**src/epd_pkg.sv**
```systemverilog
// ----------------------------------------------------------------------------
// epd_pkg
// Shared types and constants of the packet deframer: framing codes, row
// codes, configuration register indexes and the record passed from the
// byte parser to the result stage.
// ----------------------------------------------------------------------------
package epd_pkg;

    localparam logic [7:0] SYNC_BYTE       = 8'hAA;
    localparam logic [7:0] CODE_ATTENTION  = 8'h04;
    localparam logic [7:0] CODE_MEDITATION = 8'h05;
    localparam logic [7:0] EXT_CODE_MIN    = 8'h80;

    localparam logic [7:0] MIN_LEN_RESET   = 8'd20;
    localparam logic [7:0] ATT_THR_RESET   = 8'd60;

    localparam logic [0:0] CFG_IDX_MIN_LEN = 1'b0;
    localparam logic [0:0] CFG_IDX_ATT_THR = 1'b1;

    localparam logic [1:0] STATUS_OK       = 2'd0;
    localparam logic [1:0] STATUS_CSUM_ERR = 2'd1;
    localparam logic [1:0] STATUS_LEN_ERR  = 2'd2;

    localparam int QUEUE_DEPTH = 4;
    localparam int QPTR_W      = $clog2(QUEUE_DEPTH);
    localparam int QCNT_W      = $clog2(QUEUE_DEPTH + 1);

    typedef enum logic [2:0] {
        PH_SYNC1,
        PH_SYNC2,
        PH_LEN,
        PH_PAYLOAD,
        PH_CHECK
    } frame_phase_t;

    typedef enum logic [1:0] {
        RP_CODE,
        RP_VALUE,
        RP_XLEN,
        RP_XDATA
    } row_phase_t;

    typedef struct packed {
        logic       length_err;
        logic       sum_ok;
        logic [7:0] declared_length;
        logic       att_seen;
        logic [7:0] att_value;
        logic       med_seen;
        logic [7:0] med_value;
    } pkt_record_t;

endpackage

```
**src/epd_front.sv**
```systemverilog
// ----------------------------------------------------------------------------
// epd_front
// Byte parser: sync hunt, length check, payload sum and row decoding.
// Emits one record per finished packet or rejected length byte.
// ----------------------------------------------------------------------------
module epd_front (
    input  logic                 aclk,
    input  logic                 aresetn,
    input  logic                 byte_fire,
    input  logic [7:0]           rx_byte,
    output logic                 push,
    output epd_pkg::pkt_record_t push_data
);

    epd_pkg::frame_phase_t phase_reg, phase_next;
    epd_pkg::row_phase_t   row_phase_reg, row_phase_next;
    logic [7:0] bytes_left_reg, bytes_left_next;
    logic [7:0] decl_len_reg, decl_len_next;
    logic [7:0] sum_reg, sum_next;
    logic [7:0] row_code_reg, row_code_next;
    logic [7:0] row_left_reg, row_left_next;
    logic [8:0] att_reg, att_next;
    logic [8:0] med_reg, med_next;

    always_ff @(posedge aclk) begin
        if (!aresetn) begin
            phase_reg      <= epd_pkg::PH_SYNC1;
            row_phase_reg  <= epd_pkg::RP_CODE;
            bytes_left_reg <= '0;
            decl_len_reg   <= '0;
            sum_reg        <= '0;
            row_code_reg   <= '0;
            row_left_reg   <= '0;
            att_reg        <= '0;
            med_reg        <= '0;
        end else begin
            phase_reg      <= phase_next;
            row_phase_reg  <= row_phase_next;
            bytes_left_reg <= bytes_left_next;
            decl_len_reg   <= decl_len_next;
            sum_reg        <= sum_next;
            row_code_reg   <= row_code_next;
            row_left_reg   <= row_left_next;
            att_reg        <= att_next;
            med_reg        <= med_next;
        end
    end

    always_comb begin
        phase_next      = phase_reg;
        row_phase_next  = row_phase_reg;
        bytes_left_next = bytes_left_reg;
        decl_len_next   = decl_len_reg;
        sum_next        = sum_reg;
        row_code_next   = row_code_reg;
        row_left_next   = row_left_reg;
        att_next        = att_reg;
        med_next        = med_reg;
        push            = 1'b0;
        push_data       = '0;
        if (byte_fire) begin
            case (phase_reg)
                epd_pkg::PH_SYNC1: begin
                    if (rx_byte == epd_pkg::SYNC_BYTE) begin
                        phase_next = epd_pkg::PH_SYNC2;
                    end
                end
                epd_pkg::PH_SYNC2: begin
                    phase_next = (rx_byte == epd_pkg::SYNC_BYTE) ? epd_pkg::PH_LEN
                                                                 : epd_pkg::PH_SYNC1;
                end
                epd_pkg::PH_LEN: begin
                    if (rx_byte > epd_pkg::SYNC_BYTE) begin
                        phase_next           = epd_pkg::PH_SYNC1;
                        push                 = 1'b1;
                        push_data.length_err = 1'b1;
                    end else if (rx_byte != epd_pkg::SYNC_BYTE) begin
                        decl_len_next   = rx_byte;
                        bytes_left_next = rx_byte;
                        sum_next        = '0;
                        row_phase_next  = epd_pkg::RP_CODE;
                        row_code_next   = '0;
                        row_left_next   = '0;
                        att_next        = '0;
                        med_next        = '0;
                        phase_next      = (rx_byte == 8'd0) ? epd_pkg::PH_CHECK
                                                            : epd_pkg::PH_PAYLOAD;
                    end
                end
                epd_pkg::PH_PAYLOAD: begin
                    sum_next        = sum_reg + rx_byte;
                    bytes_left_next = bytes_left_reg - 8'd1;
                    if (bytes_left_reg == 8'd1) begin
                        phase_next = epd_pkg::PH_CHECK;
                    end
                    case (row_phase_reg)
                        epd_pkg::RP_CODE: begin
                            row_code_next  = rx_byte;
                            row_phase_next = (rx_byte < epd_pkg::EXT_CODE_MIN)
                                             ? epd_pkg::RP_VALUE : epd_pkg::RP_XLEN;
                        end
                        epd_pkg::RP_VALUE: begin
                            if (row_code_reg == epd_pkg::CODE_ATTENTION) begin
                                att_next = {1'b1, rx_byte};
                            end
                            if (row_code_reg == epd_pkg::CODE_MEDITATION) begin
                                med_next = {1'b1, rx_byte};
                            end
                            row_phase_next = epd_pkg::RP_CODE;
                        end
                        epd_pkg::RP_XLEN: begin
                            row_left_next  = rx_byte;
                            row_phase_next = (rx_byte == 8'd0) ? epd_pkg::RP_CODE
                                                               : epd_pkg::RP_XDATA;
                        end
                        default: begin
                            row_left_next = row_left_reg - 8'd1;
                            if (row_left_reg == 8'd1) begin
                                row_phase_next = epd_pkg::RP_CODE;
                            end
                        end
                    endcase
                end
                default: begin
                    phase_next                = epd_pkg::PH_SYNC1;
                    push                      = 1'b1;
                    push_data.sum_ok          = (rx_byte == ~sum_reg);
                    push_data.declared_length = decl_len_reg;
                    push_data.att_seen        = att_reg[8];
                    push_data.att_value       = att_reg[7:0];
                    push_data.med_seen        = med_reg[8];
                    push_data.med_value       = med_reg[7:0];
                end
            endcase
        end
    end

endmodule

```
**src/epd_queue.sv**
```systemverilog
// ----------------------------------------------------------------------------
// epd_queue
// Small FIFO of packet records between the byte parser and the result stage.
// ----------------------------------------------------------------------------
module epd_queue (
    input  logic                 aclk,
    input  logic                 aresetn,
    input  logic                 push,
    input  epd_pkg::pkt_record_t push_data,
    input  logic                 pop,
    output logic                 full,
    output logic                 empty,
    output epd_pkg::pkt_record_t head
);

    epd_pkg::pkt_record_t mem [epd_pkg::QUEUE_DEPTH];

    logic [epd_pkg::QPTR_W-1:0] wr_ptr_reg, wr_ptr_next;
    logic [epd_pkg::QPTR_W-1:0] rd_ptr_reg, rd_ptr_next;
    logic [epd_pkg::QCNT_W-1:0] count_reg, count_next;
    logic do_push;
    logic do_pop;

    assign full    = (count_reg == epd_pkg::QCNT_W'(epd_pkg::QUEUE_DEPTH));
    assign empty   = (count_reg == '0);
    assign do_push = push && !full;
    assign do_pop  = pop && !empty;
    assign head    = mem[rd_ptr_reg];

    always_comb begin
        wr_ptr_next = do_push ? wr_ptr_reg + 1'b1 : wr_ptr_reg;
        rd_ptr_next = do_pop ? rd_ptr_reg + 1'b1 : rd_ptr_reg;
        count_next  = count_reg;
        if (do_push && !do_pop) begin
            count_next = count_reg + 1'b1;
        end else if (do_pop && !do_push) begin
            count_next = count_reg - 1'b1;
        end
    end

    always_ff @(posedge aclk) begin
        if (do_push) begin
            mem[wr_ptr_reg] <= push_data;
        end
    end

    always_ff @(posedge aclk) begin
        if (!aresetn) begin
            wr_ptr_reg <= '0;
            rd_ptr_reg <= '0;
            count_reg  <= '0;
        end else begin
            wr_ptr_reg <= wr_ptr_next;
            rd_ptr_reg <= rd_ptr_next;
            count_reg  <= count_next;
        end
    end

endmodule

```
**src/epd_back.sv**
```systemverilog
// ----------------------------------------------------------------------------
// epd_back
// Result stage: holds the configuration registers, turns a packet record
// into a status and value report and holds it in the output register.
// ----------------------------------------------------------------------------
module epd_back (
    input  logic                 aclk,
    input  logic                 aresetn,
    input  logic                 cfg_fire,
    input  logic [0:0]           cfg_index,
    input  logic [7:0]           cfg_data,
    input  logic                 q_empty,
    input  epd_pkg::pkt_record_t q_head,
    output logic                 q_pop,
    output logic                 m_tvalid,
    input  logic                 m_tready,
    output logic [31:0]          m_tdata,
    output logic [1:0]           m_tuser
);

    logic [7:0]  min_len_reg;
    logic [7:0]  att_thr_reg;
    logic        valid_reg;
    logic [31:0] data_reg, data_next;
    logic [1:0]  status_reg, status_next;
    logic        vv;
    logic        aseen;
    logic        mseen;
    logic [7:0]  aval;
    logic [7:0]  mval;
    logic        ahigh;

    always_ff @(posedge aclk) begin
        if (!aresetn) begin
            min_len_reg <= epd_pkg::MIN_LEN_RESET;
            att_thr_reg <= epd_pkg::ATT_THR_RESET;
        end else if (cfg_fire) begin
            case (cfg_index)
                epd_pkg::CFG_IDX_MIN_LEN: min_len_reg <= cfg_data;
                epd_pkg::CFG_IDX_ATT_THR: att_thr_reg <= cfg_data;
                default: ;
            endcase
        end
    end

    assign q_pop = !q_empty && (!valid_reg || m_tready);

    always_comb begin
        vv    = !q_head.length_err && q_head.sum_ok
                && (q_head.declared_length > min_len_reg);
        aseen = vv && q_head.att_seen;
        mseen = vv && q_head.med_seen;
        aval  = aseen ? q_head.att_value : 8'd0;
        mval  = mseen ? q_head.med_value : 8'd0;
        ahigh = aseen && (aval > att_thr_reg);
        if (q_head.length_err) begin
            status_next = epd_pkg::STATUS_LEN_ERR;
            data_next   = '0;
        end else begin
            status_next = q_head.sum_ok ? epd_pkg::STATUS_OK : epd_pkg::STATUS_CSUM_ERR;
            data_next   = {4'd0, ahigh, mval, mseen, aval, aseen, vv,
                           q_head.declared_length};
        end
    end

    always_ff @(posedge aclk) begin
        if (!aresetn) begin
            valid_reg <= 1'b0;
        end else if (q_pop) begin
            valid_reg <= 1'b1;
        end else if (m_tready) begin
            valid_reg <= 1'b0;
        end
    end

    always_ff @(posedge aclk) begin
        if (q_pop) begin
            data_reg   <= data_next;
            status_reg <= status_next;
        end
    end

    assign m_tvalid = valid_reg;
    assign m_tdata  = data_reg;
    assign m_tuser  = status_reg;

endmodule

```
**src/eeg_packet_deframer_unit.sv**
```systemverilog
// ----------------------------------------------------------------------------
// eeg_packet_deframer_unit
// Deframes a serial stream of biosignal packets and reports one status per
// packet, with attention and meditation values for long accepted packets.
// ----------------------------------------------------------------------------
// Takes one received byte per clock cycle while s_tready is high. The byte parser
// handles every byte in the cycle it is transferred and, at a checksum byte or a
// bad length byte, writes a packet record into a four-entry queue; the result
// stage drains the queue into the output register, one report per cycle while
// that register is free or being read. s_tready drops only when that queue is
// full, i.e. after four reports have piled up behind a stalled report in the
// output register. A report goes through the queue and then the output register.
// Configuration writes are taken every cycle and are meant for an idle block.
module eeg_packet_deframer_unit (
    input  logic        aclk,
    input  logic        aresetn,
    input  logic        s_tvalid,
    output logic        s_tready,
    input  logic [7:0]  s_tdata,     // [7:0] rx_byte
    output logic        m_tvalid,
    input  logic        m_tready,
    output logic [31:0] m_tdata,     // [7:0] payload_length, [8] values_valid,
                                     // [9] attention_seen, [17:10] attention_value,
                                     // [18] meditation_seen, [26:19] meditation_value,
                                     // [27] attention_high, [31:28] zero
    output logic [1:0]  m_tuser,     // [1:0] status
    input  logic        cfg_valid,
    output logic        cfg_ready,
    input  logic [0:0]  cfg_index,
    input  logic [7:0]  cfg_data
);

    epd_pkg::pkt_record_t push_data;
    epd_pkg::pkt_record_t q_head;
    logic push;
    logic q_full;
    logic q_empty;
    logic q_pop;
    logic byte_fire;

    assign s_tready  = !q_full;
    assign byte_fire = s_tvalid && s_tready;
    assign cfg_ready = 1'b1;

    epd_front u_front (
        .aclk      (aclk),
        .aresetn   (aresetn),
        .byte_fire (byte_fire),
        .rx_byte   (s_tdata),
        .push      (push),
        .push_data (push_data)
    );

    epd_queue u_queue (
        .aclk      (aclk),
        .aresetn   (aresetn),
        .push      (push),
        .push_data (push_data),
        .pop       (q_pop),
        .full      (q_full),
        .empty     (q_empty),
        .head      (q_head)
    );

    epd_back u_back (
        .aclk      (aclk),
        .aresetn   (aresetn),
        .cfg_fire  (cfg_valid && cfg_ready),
        .cfg_index (cfg_index),
        .cfg_data  (cfg_data),
        .q_empty   (q_empty),
        .q_head    (q_head),
        .q_pop     (q_pop),
        .m_tvalid  (m_tvalid),
        .m_tready  (m_tready),
        .m_tdata   (m_tdata),
        .m_tuser   (m_tuser)
    );

endmodule

```
**config.mk**
```make
export PLATFORM = sky130hd
export DESIGN_NAME = eeg_packet_deframer_unit
export DESIGN_NICKNAME = d
export VERILOG_FILES = /design/src/epd_pkg.sv /design/src/epd_front.sv /design/src/epd_queue.sv /design/src/epd_back.sv /design/src/eeg_packet_deframer_unit.sv
export SDC_FILE = /design/constraint.sdc
export NUM_CORES = 1
export LEC_CHECK = 0
export ABC_AREA = 1
export BUFFER_PORTS_ARGS = -buffer_cell sky130_fd_sc_hd__buf_4
export CORE_MARGIN = 2
export CORE_UTILIZATION = 46
export CTS_CLUSTER_SIZE = 12
export DETAILED_ROUTE_END_ITERATION = 10
export PLACE_DENSITY = 0.76
export SETUP_SLACK_MARGIN = 0.15
export SYNTH_ARGS = -nofsm -noshare
export SYNTH_HDL_FRONTEND = slang
export SYNTH_SLANG_ARGS = --single-unit
```
**constraint.sdc**
```tcl
create_clock -name aclk -period 3.4 [get_ports aclk]
set_clock_uncertainty 0.05 [all_clocks]
set_input_delay 0.17 -clock aclk [delete_from_list [all_inputs] [get_ports aclk]]
set_output_delay 0.17 -clock aclk [all_outputs]
set_load 0.01 [all_outputs]
```
==> impl_metrics.json, run 1 <==
{
  "fin_crit_sh_pct": 88.7,
  "slew_viol_final": 0,
  "io_buffers": 53,
  "synth_ff_type": "edfxtp_1",
  "dr.pass1.iters": 6,
  "setup_viol": 0,
  "yosysSeqAreaShare_pct": 56.5,
  "grt_usage_pct": 18.9,
  "drc": 0,
  "core_um2": 22700,
  "arrival_ps": 3230,
  "slew_headroom_pct": 46.7,
  "synth_common_cells": "244 x nor2_1, 187 x nand2_1, 142 x edfxtp_1",
  "grt_max_degree": 44,
  "peakVddDrop_v": 0.000326,
  "yosysTopAreaCell": "edfxtp_1",
  "synthArstFlopShare_pct": 0,
  "drt-total-wl_um": 23000,
  "grt-ovfl-total": 0,
  "ys_ff_latch": 231,
  "cp_max_fo": 18,
  "synth_edf_count": 142,
  "timing.final.ws_setup_ps": 383,
  "place_hpwl_um": 15200,
  "fp.dieW_um": 157,
  "grt_pass1_wl_um": 37300,
  "clock-sinks": 231,
  "initial_core_util_pct": 47.1,
  "hold_path.class": "in -> reg",
  "via_per_inst": 5.15,
  "gp_congestion": 0.857,
  "clock_latency_ps": 510,
  "wl_per_cell_um": 14.6,
  "synthCells": 1197,
  "setup-tns-final_ps": 0,
  "detail-route-antenna-nets": 0,
  "regMostFlops": "u_queue.mem",
  "vias": 8103,
  "syn_avg_cell_area_um2": 8.94,
  "crit_required_ps": 3610,
  "num_rows": 55,
  "diodes": 0,
  "cp-start-kind": "flip-flop",
  "hold_violations": 0,
  "boundaryPins": 59,
  "antenna_found_initial": 0,
  "end_kind": "flip-flop",
  "drt_iter0_drc": 670,
  "nets": 1328,
  "min-delay-start": "s_tdata[6]",
  "ys_types": 41,
  "outcome": "finished clean",
  "cts.htree.levels": 1,
  "dieHeight_um": 157,
  "die_area_um2": 24500,
  "max-cap-violations": 0,
  "largest_reg_flops": 112,
  "rsz0062_at_grt": "false",
  "yosysMostFrequentCell": "nor2_1",
  "dp_slack_ps": 183,
  "cts_made_buffers": 25,
  "crit_type": "reg -> reg",
  "hold_slack_ps": 31.7,
  "leakagePower_nw": 5.26,
  "max_slew.worst_pin.slew_ps": 797,
  "p_per_area_nw_per_um2": 629,
  "clk_pin_slew_worst_paths_ps": 60,
  "drive_above_1_share_pct": 11.9,
  "fillers": 1986,
  "min_period_ps": 3020,
  "yosysTopAreaCellShare_pct": 39.8,
  "cts-root-buf": "clkbuf_16",
  "syn_area_um2": 10700,
  "fmax_mhz": 331,
  "yosys_warnings": 0,
  "r2r_slack_ps": 380,
  "grt_pass1_vias": 7680,
  "cts_tree": "done",
  "area_growth_pct": 15.5,
  "clock_path_buffers": 3,
  "synth.area.top_cells": "edfxtp_1 40%, dfxtp_1 17%, nor2_1 8.6%"
}
## layer usage
metal	vias up	track usage (%)	part of all wire, %
met4	0	6.16	2.4
met2	223	33.2	48
li1	4076	-	-
met1	3762	23.9	44
met5	-	0	0
met3	42	2.99	5.3
## power by group
group	internal (mW)	switching (mW)
Sequential	3.29	0.0939
Clock	1.47	1.03
Combinational	0.711	1.17
Total	5.47	2.30
## repair_timing
| item | 4_1_cts | 5_1_grt |
|---|---|---|
| gates resized for setup | 0 | 26 |
| endpoints found under the hold margin | 24 | 0 |
| setup buffers | 0 | 5 |
| hold buffers | 16 | 0 |
| setup endpoints to repair | 0 | 1 |
## cells by family (layout without fill, tap and decap cells)
kind of cell,count (synthesis),count (layout),synth area share [%]
simple gates,515,515,20.4
xor+xnor,5,5,0.409
compound gates,210,210,10.4
fa+ha+maj,37,37,4.47
other cells,2,5,0.0702
flops,231,231,56.5
buf+inv,197,284,7.83
## layout make-up
type / count / area, µm² / area share, %
sequential: 231 / 6050 / 49.0
tap: 285 / 357 / 2.89
timing repair inverter: 1 / 7.51 / 0.0607
inverter: 148 / 562 / 4.55
multi-input combinational: 772 / 3890 / 31.5
clock buffer: 40 / 733 / 5.93
clock inverter: 5 / 27.5 / 0.223
timing repair buffer: 90 / 727 / 5.88
## worst paths after layout
kind,to,cells after the start
hold / removal,u_front.decl_len_reg[6],3
hold reg to reg,u_back.att_thr_reg[1],2
setup / recovery,u_back.m_tdata[27],20
setup reg to reg,u_back.m_tdata[27],20
## placed cells by master (no fill, tap or decap), drive strengths merged
cell type,synthesis,routed
nor3,3,3
nand2,198,198
buf,26,74
inv,144,144
o22a,1,1
o22ai,16,16
a31oi,1,1
o21ai,115,115
a32o,1,1
nand3b,2,2
clkbuf,23,40
a21oi,65,65
clkinvlp,0,2
xnor2,1,1
xor2,4,4
a22oi,1,1
conb,2,5
dlygate4sd3,0,16
and3,1,1
o211ai,8,8
fa,2,2
a21o,1,1
clkinv,4,8
nor2,248,248
a21boi,1,1
edfxtp,142,142
nand4,20,20
dfxtp,89,89
or2,2,2
nand3,41,41
ha,35,35
## worst max-delay path: stages (launching register included)
cell and delay, ps:
dfxtp_2 340, buf_6 150, nor2_1 120, nor2_1 50
o21ai_1 100, nand2_1 130, ha_4 300, nand2_1 80
nor2_2 120, nand2_1 60, o211ai_1 190, nand3_4 150
buf_6 160, nor2_1 110, ha_1 260, nand2_1 80
nor2_2 50, nand2_1 50, o211ai_1 70, o21ai_1 80
nor2_1 40
## per-stage QoR
| step | area (µm²) | cells | power, mW | utilization [%] |
|---|---|---|---|---|
| after floorplan | 10700 | 1200 | 4.53 | - |
| final | 12400 | 1572 | 7.77 | 54.4 |
| after global placement | 11300 | 1505 | 5.13 | 49.9 |
| after CTS | 12300 | 1566 | 7.72 | 54.0 |
| after detailed placement | 11300 | 1505 | 5.19 | 49.9 |
| after global routing | 12400 | 1572 | 8.21 | 54.4 |
(Power assumes the default switching activity.)
==> run 2: changes to the inputs <==
CTS_BUF_LIST = sky130_fd_sc_hd__clkbuf_4   (was unset)
==> run 2 against run 1 <==
  * Cell count is 5.4% higher
  * Highest routed layer unchanged
  * Sequential power about the same
  * Combinational power increased by 3%
  * First-iteration DRC count down 4.8%
  * Worst hold slack gained 270 ps
  * Fmax is essentially flat
  * Largest power group unchanged
  * Clock power is essentially flat
  * Flip-flop and latch count unchanged
  * Die area unchanged
  * Register-to-register slack barely moved
==> impl_metrics.json, run 2 (synthesis gave the netlist of run 1 again) <==
{
  "clk_pin_slew_worst_paths_ps": 70,
  "grt_pass1_wl_um": 37800,
  "timing.final.ws_setup_ps": 382,
  "regMostFlops": "u_queue.mem",
  "p_total_mw": 7.78,
  "grt_usage_pct": 19.2,
  "gp_congestion": 0.857,
  "cts.htree.levels": 2,
  "crit_type": "reg -> reg",
  "dp_slack_ps": 183,
  "leakagePower_nw": 5.43,
  "cts_tree": "done",
  "grt_max_degree": 44,
  "seqPwrFrac_pct": 43.3,
  "clock-sinks": 231,
  "clock_path_buffers": 3,
  "outcome": "finished clean",
  "p_sw_share_pct": 30.8,
  "io_buffers": 53,
  "slew_viol_final": 0,
  "peakVddDrop_v": 0.000261,
  "power.clock.fraction_pct": 31.8,
  "via_per_inst": 5.04,
  "dp.cells": 1505,
  "nets": 1378,
  "placed_cell_area_um2": 11300,
  "antenna_found_initial": 1,
  "setup_viol": 0,
  "num_rows": 55,
  "area_growth_pct": 17.5,
  "cts-root-buf": "clkbuf_4",
  "drive_above_1_share_pct": 16.1,
  "hold_violations": 0,
  "crit_top_cell": "nor2_1",
  "boundaryPins": 59,
  "hold_path.class": "in -> reg",
  "grt_pass1_vias": 8014,
  "most-common-layout-cells": "235 x nor2_1, 186 x nand2_1, 142 x edfxtp_1",
  "fp.dieW_um": 157,
  "fin_crit_sh_pct": 88.8,
  "cts_made_buffers": 59,
  "critPathSlowestCell": "dfxtp_2",
  "wl_per_cell_um": 14.1,
  "grt-ovfl-total": 0,
  "internal_power_mw": 5.39,
  "crit_required_ps": 3780,
  "cp-start-kind": "flip-flop",
  "final_cell_area_um2": 12600,
  "arrival_ps": 3400,
  "pwr-share-comb_pct": 24.8,
  "drc": 0,
  "cp_slowest_stage_delay_ps": 340,
  "largest_reg_flops": 112,
  "min_period_ps": 3020,
  "fmax_mhz": 331,
  "place_hpwl_um": 15200,
  "max-cap-violations": 0,
  "slew_headroom_pct": 46.1,
  "detail-route-antenna-nets": 0,
  "p_per_area_nw_per_um2": 619,
  "end_kind": "flip-flop",
  "initial_core_util_pct": 47.1,
  "drt-total-wl_um": 23400,
  "clock_latency_ps": 680,
  "layout_commonest_cell": "nor2_1",
  "setup-tns-final_ps": 0,
  "drt_iter0_drc": 638,
  "cp_cell_sequence": "buf_6 -> nor2_1 -> nor2_1 -> o21ai_1 -> nand2_1 -> ha_1 -> a21oi_1 -> o21ai_0 -> nand2_1 -> o211ai_1 -> nand3_4 -> buf_6 -> nor2_1 -> ha_1 -> nand2_1 -> nor2_2 -> nand3_1 -> o21ai_1 -> nor2_1",
  "die_area_um2": 24500,
  "dieHeight_um": 157,
  "dr.pass1.iters": 5,
  "rsz0062_at_grt": "false",
  "max_slew.worst_pin.slew_ps": 806,
  "core_um2": 22700,
  "cp_max_fo": 18,
  "vias": 8358,
  "instances_no_fill": 1657,
  "p_sw_mw": 2.40
}
run 2: cell types whose count changed in the layout (fill, tap and decap cells not counted), moves of 2 or more:
cell | previous run | this run
clkbuf_4 | 0 | 97
clkbuf_16 | 26 | 0
dlygate4sd3_1 | 16 | 32
clkbuf_1 | 11 | 0
clkinv_1 | 4 | 15
clkbuf_8 | 3 | 0
clkinv_2 | 3 | 1
diode_2 | 0 | 2
run 2: path summary, 6_finish.rpt:
kind                                         start                    end  slack [ps]  depth (start not counted)
worst min register to register  u_front.med_reg[8]     u_front.med_reg[8]         410                          2
worst max register to register           flip-flop     u_back.m_tdata[27]         380                         19
worst min-delay path                   cfg_data[0]  u_back.att_thr_reg[0]         300                          4
worst max-delay path                     flip-flop     u_back.m_tdata[27]         380                         19
run 2: power groups by stage:
stage | Combinational (mW) | Clock (mW) | Sequential, mW
floorplan | 1.01 | 0 | 3.52
global placement | 1.71 | 0 | 3.42
detailed placement | 1.77 | 0 | 3.43
CTS | 1.81 | 2.54 | 3.37
global route | 2.16 | 2.69 | 3.40
finish | 1.93 | 2.48 | 3.37
run 2: area by class of cell:
cell class	count	area (µm²)
Clock buffer	97	728
Fill cell	1993	10100
Timing Repair Buffer	107	892
Multi-Input combinational cell	772	3900
Sequential cell	231	6050
Antenna cell	2	5.00
Tap cell	285	357
Inverter	148	559
Clock inverter	15	91.3
run 2: per-stage QoR:
stage                     hold slack (ps)  utilization, %
after detailed placement              360            49.9
final                                 297            55.4
after CTS                             216            54.9
after global placement                357            49.9
after global routing                  256            55.4
after floorplan                       250               -
run 2: timing repair:
| item | 4_1_cts | 5_1_grt |
|---|---|---|
| setup buffers | 0 | 5 |
| hold buffers | 32 | 0 |
| pin swaps | 0 | 9 |
| hold endpoints to repair | 86 | 0 |
| setup endpoints to repair | 1 | 1 |
| gates resized for setup | 1 | 23 |
| gates cloned | 0 | 1 |
run 2: routing by layer:
metal | vias up | track usage (%) | share of wire, %
met5 | - | 0 | 0
met3 | 49 | 4.13 | 5.6
met2 | 255 | 33.2 | 48
li1 | 4220 | - | -
met4 | 0 | 7.38 | 2.3
met1 | 3834 | 23.5 | 44
run 2: critical path: cells and delay by family, from the launching register on:
| kind | cells | cell delay [ps] |
|---|---|---|
| buffers and inverters | 2 | 280 |
| AOI/OAI and AO/OA | 5 | 610 |
| DFF | 1 | 340 |
| adders and majority gates | 2 | 610 |
| and+or+nand+nor | 10 | 870 |
